`src/rtl/assert_macros.svh`:
```
// assertion macros shared by the dense member set rtl
// no dependencies; compiled out when SYNTH is defined
`ifndef ASSERT_MACROS_SVH
`define ASSERT_MACROS_SVH

`ifndef SYNTH
// checked on every clock edge outside reset
`define DMS_ASSERT(lbl, clk, rst_n, prop, msg) \
  lbl: assert property (@(posedge clk) disable iff (!rst_n) prop) else $error(msg);
// checked on every clock edge, reset included
`define DMS_ASSERT_ALWAYS(lbl, clk, prop, msg) \
  lbl: assert property (@(posedge clk) prop) else $error(msg);
`else
`define DMS_ASSERT(lbl, clk, rst_n, prop, msg)
`define DMS_ASSERT_ALWAYS(lbl, clk, prop, msg)
`endif

`endif

```
`src/rtl/dms_ram.sv`:
```
// generic single write port, single read port ram with registered read
// no dependencies
`timescale 1ns / 1ps
`default_nettype none

module dms_ram #(
  parameter int WIDTH = 8,
  parameter int DEPTH = 256
) (
  input  wire logic                     clk,
  input  wire logic                     we,
  input  wire logic [$clog2(DEPTH)-1:0] waddr,
  input  wire logic [WIDTH-1:0]         wdata,
  input  wire logic [$clog2(DEPTH)-1:0] raddr,
  output logic      [WIDTH-1:0]         rdata
);

  logic [WIDTH-1:0] mem_r [DEPTH];
  logic [WIDTH-1:0] rdata_r;

  always_ff @(posedge clk) begin
    if (we) begin
      mem_r[waddr] <= wdata;
    end
    rdata_r <= mem_r[raddr];
  end

  assign rdata = rdata_r;

endmodule

`default_nettype wire

```
`config.mk`:
```
export PLATFORM = sky130hd
export DESIGN_NAME = dms_ram
export DESIGN_NICKNAME = d
export VERILOG_FILES = /design/src/rtl/assert_macros.svh /design/src/rtl/dms_ram.sv
export SDC_FILE = /design/constraint.sdc
export NUM_CORES = 2
export LEC_CHECK = 0
export BUFFER_PORTS_ARGS = -buffer_cell sky130_fd_sc_hd__buf_4
export CORE_MARGIN = 2
export CORE_UTILIZATION = 34
export DETAILED_ROUTE_END_ITERATION = 12
export PLACE_DENSITY = 0.51
export SLEW_MARGIN = 25
export SYNTH_ARGS = -nofsm -noshare
export SYNTH_HDL_FRONTEND = slang
export SYNTH_SLANG_ARGS = --single-unit
```
`constraint.sdc`:
```
create_clock -name clk -period 1.88 [get_ports clk]
set_input_delay 0.094 -clock clk [delete_from_list [all_inputs] [get_ports clk]]
set_output_delay 0.094 -clock clk [all_outputs]
set_load 0.1 [all_outputs]
```
# [Yosys cells after proc, flatten, opt, wreduce, memory -nomap -nowiden]
# Memory sizes are Yosys's and may differ from the RTL's. A register that Yosys moved wholly into a read port is not among the register bits.
# Cells that the tools add are included.
[totals] n_memories=1 ram_bits=2048 in_bits=26 elab_cells=3 register_bits=0
[mem_list] memory="mem_r" words=256 width=8 read_ports=1 rd_ports_with_merged_regs=1 write_ports=1 line="dms_ram.sv:18" rtl="logic [WIDTH-1:0] mem_r [DEPTH];"
[op_classes] mux=2
[op_table] cell="1-bit 2-to-1 mux" n=2

# [Logic depth before layout (Yosys ltp)]
[logic_depth] word_depth=2 depth_mapped=11

# [Worst setup path after synthesis]
# No wires, ideal clock.
[synth_timing] path_kind="input to register" start="in raddr[0]" end="reg rdata_r[2], in the netlist rdata[2] (read register of mem_r)" t_arrival_ps=1901 stages=9 setup_time_ps=131 path_slack_ps=-152 required_time_ps=1749 path_cell_list="buf_6 buf_12 buf_8 buf_2 mux4_2 a22oi_1 a21oi_1 nor4_1 nor4_2"
[synth_lines] element="start: declaration" line="dms_ram.sv:14" rtl="input wire logic [$clog2(DEPTH)-1:0] raddr,"
[synth_lines] element="end: declaration" line="dms_ram.sv:19" rtl="logic [WIDTH-1:0] rdata_r;"

==> out/qor.txt <==
first-pass GRT wire length: 313,000 um
register bit total from synthesis: 2,056
slowest CP cell: mux4_2
RSZ-0062 raised after global routing: yes
DRC errors left: 0
Worst path depth: 6
DIE WIDTH: 488 um
all-layer global routing usage: 18.3%
fmax: 411 MHz
Final Max Slew Viols: 0
leading cell type in the layout, fill and taps excluded: edfxtp_1
hold path depth: 6
Worst-path clk slew: 0.06 ns
CTS tree: done
Final #Nets: 4,587
Starting Density: 34.2%
Critical Path RT: 2.60 ns
post-route ant nets: 0
CP startpoint: mem_r[67][0]
Ports: 34
die height: 488 um
Worst path max stage delay: 0.55 ns
Gate Count Post-Synth: 3,733
most frequent cells in the layout: edfxtp_1 (2,048), buf_4 (711), mux4_2 (454), nor2_1 (266), clkbuf_16 (214)
drt pass-1 iters: 5
critical path, cell by cell: mux4_2 -> mux4_2 -> nor2b_4 -> nor4_4 -> buf_4 -> nor4_2
post-layout minimum cycle time: 2.43 ns
crit path buf inv count: 1
failing checks: negative setup slack
flop2flop setup slack: -0.55 ns
worst r2r path cells: 6
critical hold path startpoint: waddr[3]
EDFF count, synth: 2,048
initial antenna violation count: 8
Hold Slack: 0.0799 ns
status: finished, violations left
Reg2Reg Capture Point: rdata[0]
H-tree level count: 4
drt wl/cell: 28.0 um
Switching Fraction: 21.8%
routed vias/inst: 5.27
worst slew pin tran: 1.11 ns
crit start category: flop
count of cell types in the netlist: 55
num rows: 177
reg2reg start: mem_r[67][0]
via count: 41,014
LEAKAGE: 31.4 nW
number of global-route vias before repair: 42,060
CTS Buf Count: 211
Detailed Place HPWL: 146,000 um
clock sinks: 2,056
Power Dens Cells: 1010 nW/um^2
mapped cell area: 79,600 um^2
Worst Skew: 0.0515 ns
Comb pwr share: 6.1%
fraction of registers with async set/reset: 0%
clock power share: 42.3%
hold endpoint: mem_r[164][4]
DRT Wirelength: 218,000 um
Flop pwr share: 51.6%
CP Max Fanout: 1
grt ovf: 0
Final Cell Area: 97,000 um^2
crit path DAT: 3.15 ns
DRT iter0 DRCs: 4,115
count of input and output buffers: 33
Core Footprint: 233,000 um^2
DIE AREA: 238,000 um^2
most used flip-flop cell after synthesis: edfxtp_1
Worst setup EP type: flop
fin crit share: 129%
layout cell share with drive strength beyond 1: 35.1%
CP dominant cell by count: mux4_2
sequential area share after synthesis: 77.5%
final hold vios: 0
VDD IR max: 1130 uV
Post-Syn Nets: 3,759
post-placement cell area: 89,700 um^2
CTS max path bufs: 3
Clk Latency, worst-skew pair: 0.86 ns
fill count: 20,409
GP Congestion: 0.843
CP Class: reg -> reg
setup slack after layout: -0.551 ns
postcts setup bufs: 0
largest net degree at the start of global routing: 109
yosys warns: 0
setup violators final: 16
P_sw: 21.4 mW
delay-heaviest family, CP: multiplexers
synth-to-layout area growth: 22.0%
syn avg cell area: 21.3 um^2
Int Pwr: 76.8 mW
CTS Root Buffer Type: clkbuf_16
Max-Cap Viols: 0
Hold Crit Class: in -> reg
worst rel slew slack: 25.6%
==> worst max path at each step <==
stage / end / slack (ns)
CTS: rdata[0] / -0.55
floorplan: rdata[0] / -0.03
finish: rdata[0] / -0.55
global route: rdata[0] / -0.55
global placement: rdata[0] / -1.78
detailed placement: rdata[0] / -1.43
==> flip-flops by register name, indices dropped and copies added, names as in the netlist <==
signal  flops
rdata       8
mem_r    2048
==> cell usage after synthesis, drive strengths merged, types with 2 or more instances <==
| library cell | count | area share [%] |
|---|---|---|
| edfxtp | 2048 | 77 |
| mux4 | 456 | 13 |
| nor2 | 282 | 1.3 |
| mux2i | 134 | 1.7 |
| a22oi | 133 | 1.3 |
| buf | 122 | 1.3 |
| clkbuf | 111 | 0.52 |
| a21oi | 96 | 0.60 |
| o221ai | 47 | 0.53 |
| nand3 | 34 | 0.21 |
| nand2 | 33 | 0.16 |
| nor2b | 31 | 0.24 |
| o22ai | 28 | 0.22 |
| nor4 | 27 | 0.24 |
| nor3 | 22 | 0.14 |
| a211oi | 16 | 0.15 |
| a221oi | 14 | 0.16 |
| o21ai | 12 | 0.075 |
| nand4 | 10 | 0.079 |
| o211ai | 10 | 0.094 |
| a22o | 8 | 0.088 |
| dfxtp | 8 | 0.20 |
| nand2b | 8 | 0.063 |
| and2 | 6 | 0.047 |
| a2111oi | 5 | 0.066 |
| o22a | 5 | 0.055 |
| o32ai | 5 | 0.064 |
| or2 | 4 | 0.031 |
| a311oi | 2 | 0.022 |
| a31oi | 2 | 0.016 |
| and3b | 2 | 0.022 |
| nand3b | 2 | 0.019 |
==> metal layers <==
| layer | global-route usage (%) | part of all wire, % | up-vias |
|---|---|---|---|
| met2 | 29.6 | 48 | 1206 |
| met4 | 5.19 | 2.5 | 2 |
| met5 | 0 | 0.0046 | - |
| met3 | 2.47 | 4.8 | 285 |
| met1 | 26.0 | 44 | 22130 |
| li1 | - | - | 17391 |
==> per-stage QoR <==
stage / instances / total power, mW / setup TNS (ns) / setup slack [ns] / utilization, %
after floorplan: 3733 / 54.3 / -15.35 / -0.0328 / -
after global placement: 7376 / 57.5 / -14.87 / -1.78 / 38.6
after detailed placement: 7376 / 57.6 / -16.78 / -1.43 / 38.6
after CTS: 7783 / 99.1 / -3.86 / -0.553 / 41.7
after global routing: 7785 / 101 / -3.43 / -0.549 / 41.7
final: 7787 / 98.2 / -3.21 / -0.551 / 41.7
==> power by group through the flow <==
stage	combinational, mW	clock (mW)	sequential (mW)
after detailed placement	5.94	0	51.6
after global placement	5.90	0	51.6
after global routing	6.33	44.1	50.6
after CTS	6.07	42.4	50.7
after floorplan	2.53	0	51.8
final	6.01	41.5	50.6
==> cell families after synthesis <==
kind of cell    share of synthesized area, %
compound gates                          3.42
buf+inv                                 1.83
simple gates                            2.63
flops                                   77.5
mux                                     14.6
==> cell type report <==
cell class              count  area [um^2]  share of cell area, %
repair buffers            848         7850                   8.08
well taps                3043         3810                   3.92
multi-input cells        1442        16800                   17.4
clock inverters           140         1350                   1.39
diodes                      4         10.0                 0.0103
clock buffers             252         5510                   5.68
flip-flops and latches   2056        61700                   63.5
inverters                   2         7.51                0.00774
==> worst min-delay path, delay by kind of cell <==
family                 cells  cell delay, ns
buffers and inverters      3            0.40
and+or+nand+nor            3            0.29
==> what timing repair did <==
action,in CTS,in global routing
hold endpoints to repair,2041,0
endpoints found under the setup margin,15,25
gates resized for setup,43,11
pin swaps,10,2
hold buffers,15,0
No activity file was read; power rests on OpenSTA's default activity.
