$ cat config.mk
export PLATFORM = sky130hd
export DESIGN_NAME = dms_ctrl
export DESIGN_NICKNAME = d
export VERILOG_FILES = /design/src/rtl/dms_pkg.sv /design/src/rtl/dms_ctrl.sv
export VERILOG_INCLUDE_DIRS = /design/src /design/src/rtl
export SDC_FILE = /design/constraint.sdc
export NUM_CORES = 1
export LEC_CHECK = 0
export CAP_MARGIN = 0
export CELL_PAD_IN_SITES_DETAIL_PLACEMENT = 1
export CELL_PAD_IN_SITES_GLOBAL_PLACEMENT = 1
export CORE_UTILIZATION = 25
export CTS_CLUSTER_DIAMETER = 80
export DETAILED_ROUTE_END_ITERATION = 7
export DONT_BUFFER_PORTS = 1
export PLACE_DENSITY_LB_ADDON = 0.08
export RECOVER_POWER = 100
export SYNTH_ARGS = -nofsm -noshare
export SYNTH_HDL_FRONTEND = slang
export SYNTH_SLANG_ARGS = --single-unit
$ cat constraint.sdc
create_clock -name clk -period 4.2 [get_ports clk]
set_input_delay 0.84 -clock clk [delete_from_list [all_inputs] [get_ports clk]]
set_output_delay 0.84 -clock clk [all_outputs]
set_load 0.03 [all_outputs]
$ cat src/rtl/assert_macros.svh
// assertion macros shared by the dense member set rtl
// no dependencies; compiled out when SYNTH is defined
`ifndef ASSERT_MACROS_SVH
`define ASSERT_MACROS_SVH

`ifndef SYNTH
// checked on every clock edge outside reset
`define DMS_ASSERT(lbl, clk, rst_n, prop, msg) \
  lbl: assert property (@(posedge clk) disable iff (!rst_n) prop) else $error(msg);
// checked on every clock edge, reset included
`define DMS_ASSERT_ALWAYS(lbl, clk, prop, msg) \
  lbl: assert property (@(posedge clk) prop) else $error(msg);
`else
`define DMS_ASSERT(lbl, clk, rst_n, prop, msg)
`define DMS_ASSERT_ALWAYS(lbl, clk, prop, msg)
`endif

`endif

$ cat src/rtl/dms_pkg.sv
// types and constants of the dense member set
// no dependencies
`timescale 1ns / 1ps
`default_nettype none

package dms_pkg;

  localparam int SLOT_COUNT = 1024;
  localparam int ID_W       = 10;
  localparam int CNT_W      = 11;
  localparam int ADDR_W     = $clog2(SLOT_COUNT);

  typedef enum logic {
    OP_ADD    = 1'b0,
    OP_REMOVE = 1'b1
  } op_t;

  typedef struct packed {
    op_t              operation;
    logic [ID_W-1:0]  member_id;
  } in_item_t;

  typedef struct packed {
    logic [CNT_W-1:0] member_count;
    logic             was_listed;
  } out_item_t;

  // port requests from the sequencer to the two memories
  typedef struct packed {
    logic              list_we;
    logic [ADDR_W-1:0] list_waddr;
    logic [ID_W-1:0]   list_wdata;
    logic [ADDR_W-1:0] list_raddr;
    logic              flag_we;
    logic [ADDR_W-1:0] flag_waddr;
    logic              flag_wdata;
    logic [ADDR_W-1:0] flag_raddr;
  } mem_req_t;

endpackage

`default_nettype wire

$ cat src/rtl/dms_ctrl.sv
// sequencer of the dense member set: flag lookup, list scan, swap remove
// depends on dms_pkg and assert_macros.svh
`timescale 1ns / 1ps
`default_nettype none
`include "assert_macros.svh"

module dms_ctrl (
  input  wire logic                       clk,
  input  wire logic                       rst_n,
  input  wire logic                       in_valid,
  input  wire dms_pkg::in_item_t          in_data,
  output logic                            idle,
  input  wire logic                       out_free,
  output logic                            res_load,
  output dms_pkg::out_item_t              res,
  output dms_pkg::mem_req_t               mem_req,
  input  wire logic [dms_pkg::ID_W-1:0]   list_rdata,
  input  wire logic                       flag_rdata
);

  typedef enum logic [5:0] {
    ST_CLEAR = 6'b000001,
    ST_IDLE  = 6'b000010,
    ST_FLAG  = 6'b000100,
    ST_SCAN  = 6'b001000,
    ST_MOVE  = 6'b010000,
    ST_RESP  = 6'b100000
  } state_t;

  state_t                         state_r, state_nxt;
  logic [dms_pkg::ADDR_W-1:0]     clr_idx_r, clr_idx_nxt;
  logic [dms_pkg::CNT_W-1:0]      len_r, len_nxt;
  dms_pkg::op_t                   op_r, op_nxt;
  logic [dms_pkg::ID_W-1:0]       id_r, id_nxt;
  logic [dms_pkg::CNT_W-1:0]      rd_idx_r, rd_idx_nxt;
  logic                           cmp_v_r, cmp_v_nxt;
  logic [dms_pkg::ADDR_W-1:0]     cmp_idx_r, cmp_idx_nxt;
  logic [dms_pkg::ADDR_W-1:0]     pos_r, pos_nxt;
  logic                           listed_r, listed_nxt;
  logic                           hit;
  logic                           issue;
  logic [dms_pkg::CNT_W-1:0]      len_m1;
  logic [dms_pkg::CNT_W-1:0]      len_p1;

  assign hit    = cmp_v_r && (list_rdata == id_r);
  assign issue  = rd_idx_r < len_r;
  assign len_m1 = len_r - dms_pkg::CNT_W'(1);
  assign len_p1 = len_r + dms_pkg::CNT_W'(1);
  assign idle   = (state_r == ST_IDLE);

  always_comb begin
    state_nxt   = state_r;
    clr_idx_nxt = clr_idx_r;
    len_nxt     = len_r;
    op_nxt      = op_r;
    id_nxt      = id_r;
    rd_idx_nxt  = rd_idx_r;
    cmp_v_nxt   = cmp_v_r;
    cmp_idx_nxt = cmp_idx_r;
    pos_nxt     = pos_r;
    listed_nxt  = listed_r;
    res_load    = 1'b0;
    res.member_count = len_r;
    res.was_listed   = listed_r;

    mem_req            = '0;
    mem_req.flag_raddr = in_data.member_id;
    mem_req.list_raddr = rd_idx_r[dms_pkg::ADDR_W-1:0];

    case (state_r)
      ST_CLEAR: begin
        mem_req.flag_we    = 1'b1;
        mem_req.flag_waddr = clr_idx_r;
        mem_req.flag_wdata = 1'b0;
        clr_idx_nxt        = clr_idx_r + dms_pkg::ADDR_W'(1);
        if (clr_idx_r == dms_pkg::ADDR_W'(dms_pkg::SLOT_COUNT - 1)) begin
          state_nxt = ST_IDLE;
        end
      end
      ST_IDLE: begin
        if (in_valid) begin
          op_nxt    = in_data.operation;
          id_nxt    = in_data.member_id;
          state_nxt = ST_FLAG;
        end
      end
      ST_FLAG: begin
        mem_req.flag_we    = 1'b1;
        mem_req.flag_waddr = id_r;
        if (op_r == dms_pkg::OP_ADD) begin
          mem_req.flag_wdata = 1'b1;
          listed_nxt         = flag_rdata;
          // flag clear means not listed: append without a scan
          if (!flag_rdata && (len_r < dms_pkg::CNT_W'(dms_pkg::SLOT_COUNT))) begin
            mem_req.list_we    = 1'b1;
            mem_req.list_waddr = len_r[dms_pkg::ADDR_W-1:0];
            mem_req.list_wdata = id_r;
            len_nxt            = len_p1;
          end
          state_nxt = ST_RESP;
        end else begin
          mem_req.flag_wdata = 1'b0;
          if (flag_rdata) begin
            rd_idx_nxt = '0;
            cmp_v_nxt  = 1'b0;
            state_nxt  = ST_SCAN;
          end else begin
            listed_nxt = 1'b0;
            state_nxt  = ST_RESP;
          end
        end
      end
      ST_SCAN: begin
        if (hit) begin
          // fetch the tail entry to move into the hole
          pos_nxt            = cmp_idx_r;
          mem_req.list_raddr = len_m1[dms_pkg::ADDR_W-1:0];
          cmp_v_nxt          = 1'b0;
          state_nxt          = ST_MOVE;
        end else if (issue) begin
          cmp_v_nxt   = 1'b1;
          cmp_idx_nxt = rd_idx_r[dms_pkg::ADDR_W-1:0];
          rd_idx_nxt  = rd_idx_r + dms_pkg::CNT_W'(1);
        end else begin
          cmp_v_nxt = 1'b0;
          if (!cmp_v_r) begin
            listed_nxt = 1'b0;
            state_nxt  = ST_RESP;
          end
        end
      end
      ST_MOVE: begin
        mem_req.list_we    = 1'b1;
        mem_req.list_waddr = pos_r;
        mem_req.list_wdata = list_rdata;
        len_nxt            = len_m1;
        listed_nxt         = 1'b1;
        state_nxt          = ST_RESP;
      end
      ST_RESP: begin
        if (out_free) begin
          res_load  = 1'b1;
          state_nxt = ST_IDLE;
        end
      end
      default: begin
        state_nxt = ST_CLEAR;
      end
    endcase
  end

  always_ff @(posedge clk) begin
    if (!rst_n) begin
      state_r   <= ST_CLEAR;
      clr_idx_r <= '0;
      len_r     <= '0;
      cmp_v_r   <= 1'b0;
    end else begin
      state_r   <= state_nxt;
      clr_idx_r <= clr_idx_nxt;
      len_r     <= len_nxt;
      cmp_v_r   <= cmp_v_nxt;
    end
  end

  always_ff @(posedge clk) begin
    op_r      <= op_nxt;
    id_r      <= id_nxt;
    rd_idx_r  <= rd_idx_nxt;
    cmp_idx_r <= cmp_idx_nxt;
    pos_r     <= pos_nxt;
    listed_r  <= listed_nxt;
  end

  `DMS_ASSERT(a_len_bound, clk, rst_n, len_r <= dms_pkg::CNT_W'(dms_pkg::SLOT_COUNT), "list length beyond slot count")
  `DMS_ASSERT(a_move_nonempty, clk, rst_n, (state_r == ST_MOVE) |-> (len_r != '0), "swap remove on an empty list")
  `DMS_ASSERT(a_idle_no_write, clk, rst_n, (state_r == ST_IDLE) |-> !(mem_req.flag_we || mem_req.list_we), "memory write while idle")

endmodule

`default_nettype wire

Word-level counts from Yosys, hierarchy flattened
Index checks and enable logic that the tools add are counted.
Cells by class
  bitwise logic cells: 1
  equality and inequality tests: 22
  $lt $le $gt $ge: 2
  reduce and logical (&&, ||, !) cells: 14
  add/subtract/negate cells: 4
  multiplexer cells: 37
Operators with widths (number)
  $mux 11: 6
  $mux 6: 8
  $pmux 11 s2: 2
  $mux 21: 2
  $pmux 21 s2: 1
  $pmux 6 s6: 1
  $pmux 12 s2: 1
  $add 11x1->11 const B: 2
  $ne 2x2->1 const B: 11
  $mux 10: 2
  $reduce_and 5->1: 3
  $mux 1: 12
  $lt 11x11->1: 1
  $lt 11x11->1 const B: 1
  $sub 11x1->11 const B: 1
  $add 10x1->10 const B: 1
  $eq 10x10->1: 1
  $eq 10x10->1 const B: 1
  $ne 3x3->1 const B: 3
  $reduce_and 3->1: 3
  $eq 6x1->1 const B: 1
  $eq 6x2->1 const B: 1
  $eq 6x3->1 const B: 1
  $eq 6x4->1 const B: 1
  10 further kinds: 13
Word-level totals
  logic and storage cells: 90
  output and inout bits: 67
  flip-flop bits (word level): 71
  input bits: 26

Depth between registers and ports, before layout
  depth after elaboration: 5
  depth in mapped cells: 8
  depth with buffers taken out: 7

Worst setup path after synthesis
Ideal clock, no wire load.
  path kind: in2out
  start: input list_rdata[0] (netlist name)
  end: output mem_req[25] (netlist name)
  stages on the path: 6
  arrival time: 2.551 ns
  buffers on the path: 0
  path slack: 0.809 ns
  required time: 3.360 ns
  path through: xor2_1 nor4_1 and3_1 nand3_1 inv_2 mux2i_1
RTL lines
  start: declaration: RTL line dms_ctrl.sv:17  | input wire logic [dms_pkg::ID_W-1:0] list_rdata,
  end: declaration: RTL line dms_ctrl.sv:16  | output dms_pkg::mem_req_t mem_req,

==> results.txt <==
The total power is between 0.0015 and 0.002 W. The core region is 15,830 µm². The later-pin clock latency in the skew report came out at 0.34 ns. The via total after detailed routing is around 3,100.

The nature of the critical path endpoint is an output port. Subtracting the final worst setup slack from the clock period gives 3.775 ns. The switching power of the nets is 0.0003701 W. Summed over all instances, the cell type with the most area after synthesis is edfxtp_1. After the last flow step, the layout net total stands at about 460.

The sequential cell area fraction in the yosys report is a little under half. The path class of the lowest-slack min-delay path is reg2reg. The number of placement rows is 46. The startpoint type of the worst setup path is a flip-flop. Counting the buffers created by CTS gives 9. The number of optimization iterations in the first detailed-route pass is 4. Of the total power, registers draw 44.6%. The first-pass GRT wire length came out at about 19,000 µm. At the pin with the least slew margin, the transition time is about 1.1 ns. The power per standard cell area is about 370 nW/µm². The number of nets produced by synthesis is between 400 and 500. The per-cell via count in the routed design came out at 4.876. The initial antenna violation count came to 0. In this run the cell area measured after placement is approximately 4300 µm². The share of total power consumed by net switching is between 20% and 30%. The DRC violation count after routing is 0. The number of DRC violations after detailed-routing iteration 0 is 110. The global placement routability congestion is just over 0.7. Leaving out fill and tap cells, the most frequent cell in the layout is nor2_1. The relative area change from synthesis to final layout came out at 12.88%. The hold violation count in the final report was 0. The final clock period utilization by the worst path is between 80% and 90%. The height of the chip came out at around 130 µm. The top-level I/O count came out at 93.

The cell-internal power came out at roughly 0.0013 W. Counting every instance in the synthesized netlist gives 417. The buffer count from post-CTS setup fixing is 0. The clock-pin slew on the worst setup and hold paths is 0.06 ns. The mean instance size in the synthesized netlist is between 9 and 10 µm².

The synthesized design devotes to its leading area cell type 31.95% of total area. Measured along the x axis, the die boundary spans between 100 and 150 µm. The maximum clock path buffer count is 2. The count of flip-flops with a built-in enable after synthesis came out at 43.

The synthesis-stage register bit count is 71. The leakage component of the power is ~1.6 nW. The placed cell count is 627. The number of diodes added for antenna fixing is 0.

The count of nets left with antenna violations once routing finished came out at 0. CTS placed an instance of clkbuf_16 at the clock tree root. The proportion of power drawn by the clock network came out at between 50% and 60%. Setup total negative slack on the finished layout was measured at 0 ns. Across every metal layer, demand over resource in global routing totals around 16%.

The worst setup path is of the reg2out kind. The number of distinct standard cells referenced by the synthesized netlist came out at 50. STA puts the critical path data required time at 3.36 ns. The clock tree from TritonCTS is done. The Yosys step of the flow raised 0 warnings.

The number of setup violations in the final report is 0. The most used flip-flop cell after synthesis is edfxtp_1. The die area is around 17,000 µm². The final cell area excluding filler cells is around 4600 µm². The number of I/O port buffers is 0.

The maximum fanout count along the critical path came out at 19. The combinational group share of total power came out at between 4 and 5%. The number of H-tree branching levels came out at 3. The detailed placement HPWL is 9416 µm. The maximum number of pins on one net before global-route repair came out at 24. The run finished with clean final reports. The final routed wirelength across all metal layers came out at 12,390 µm. The post-detailed-route wirelength per cell is between 15 and 20 µm. IR analysis of the VDD net gives a maximum drop of 0.1956 mV.

The via count of the first global-routing pass came out at 3,243. The number of pins exceeding their max-slew limit in the final report came to 0. The max-capacitance violation count came out at 0. The number of gates given a new drive strength after cts came out at 0. The maximum achievable frequency is between 0.2 and 0.3 GHz. In this run the tightest slew margin relative to its limit is 24.75%.

The layout cell share with drive strength beyond 1 is roughly 6.8%. The synthesized netlist occupies a cell area of about 4000 µm². In the post-synthesis netlist, the biggest area contributors are edfxtp_1 (32%), dfxtp_1 (14%), xor2_1 (4.6%). After synthesis, the share of flip-flops with an asynchronous set or reset is 0%. On the final layout, the worst clock skew is between 0.007 and 0.008 ns.

The clock sink count is 71. The global-route congestion overflow total is 0. The number of standard cells in the final layout excluding fillers is 643. Setup repair after global routing left no endpoint under its margin. The top cell types in the final layout, fill and taps aside, are nor2_1 (46), edfxtp_1 (43), nand2_1 (38). Once the floorplan was initialized, standard cells occupied around 26% of the core.

STA puts the critical path data arrival time at between 2 and 3 ns. The post-cts hold buffer count is 0.
-- metrics by stage --
step	hold slack [ns]	setup WS [ns]	utilization, %
finish	0.4196	0.4252	28.82
global route	0.4253	0.2033	28.82
CTS	0.4200	0.5670	29.47
detailed placement	0.4057	0.6383	27.34
global placement	0.4011	0.6590	27.34
floorplan	0.4003	0.8093	-
-- critical path: stages (launching register included) --
cell and delay (ns):
dfxtp_1 0.37, or4_1 0.62, or4_1 0.88, o21ai_0 0.38, clkbuf_1 0.35
-- layout make-up --
class,instances,area (µm²)
Fill cell,1838,11270
Multi-Input combinational cell,297,1922
Sequential cell,71,1852
Clock buffer,13,292.8
Tap cell,216,270.3
Timing Repair Buffer,22,102.6
Inverter,21,78.83
Clock inverter,3,43.79
-- path summary, 6_finish.rpt --
path                                   start           to  slack [ns]  cells past startpoint
worst max-delay path              state_r[3]  mem_req[42]        0.43                      4
worst min register to register  cmp_idx_r[2]     pos_r[2]        0.42                      0
worst max register to register    state_r[0]  rd_idx_r[7]        0.58                      6
worst min-delay path            cmp_idx_r[2]     pos_r[2]        0.42                      0
-- routing by layer --
metal / part of all wire, % / global-route usage [%]
met5: 0 / 0
met4: 1.5 / 5.744
met3: 5.7 / 4.459
met2: 48 / 26.85
met1: 45 / 19.29
-- synth_stat cells, drive strengths merged, types with 2 or more instances --
cell / count
and2: 5
a22o: 18
nand3: 18
xor2: 21
nand4: 9
or2: 3
and3: 8
mux2: 7
buf: 13
nor4: 9
a21o: 2
a311oi: 2
mux2i: 4
nand2b: 3
o31ai: 2
inv: 20
dfxtp: 28
a31oi: 3
a211oi: 3
or4: 3
nor3: 9
nor3b: 4
ha: 14
edfxtp: 43
a21oi: 11
a41o: 2
nor2: 46
o21ai: 20
xnor2: 20
nand2: 38
clkbuf: 15
-- sequential cells by signal, indices dropped and copies added, names as in the netlist --
register / cells
len_r: 11
rd_idx_r: 11
clr_idx_r: 10
cmp_idx_r: 10
id_r: 10
pos_r: 10
state_r: 6
cmp_v_r: 1
listed_r: 1
op_r: 1
-- power groups by stage --
stage                     Combinational, W  Sequential, W  Clock [W]
after floorplan                  0.0000814       0.000763          0
after global placement           0.0000784       0.000766          0
after detailed placement         0.0000780       0.000766          0
after CTS                        0.0000789       0.000751   0.000887
after global routing             0.0000849       0.000752   0.000909
final                            0.0000754       0.000751   0.000857
-- kinds of logic after synthesis --
kind of cell,after synthesis,synth area share [%]
fa+ha+maj,14,4.334
compound gates,72,12.97
xor+xnor,41,8.886
mux,11,2.941
buf+inv,49,5.789
simple gates,159,19.26
flops,71,45.82
Power figures use the tool's default switching activity.
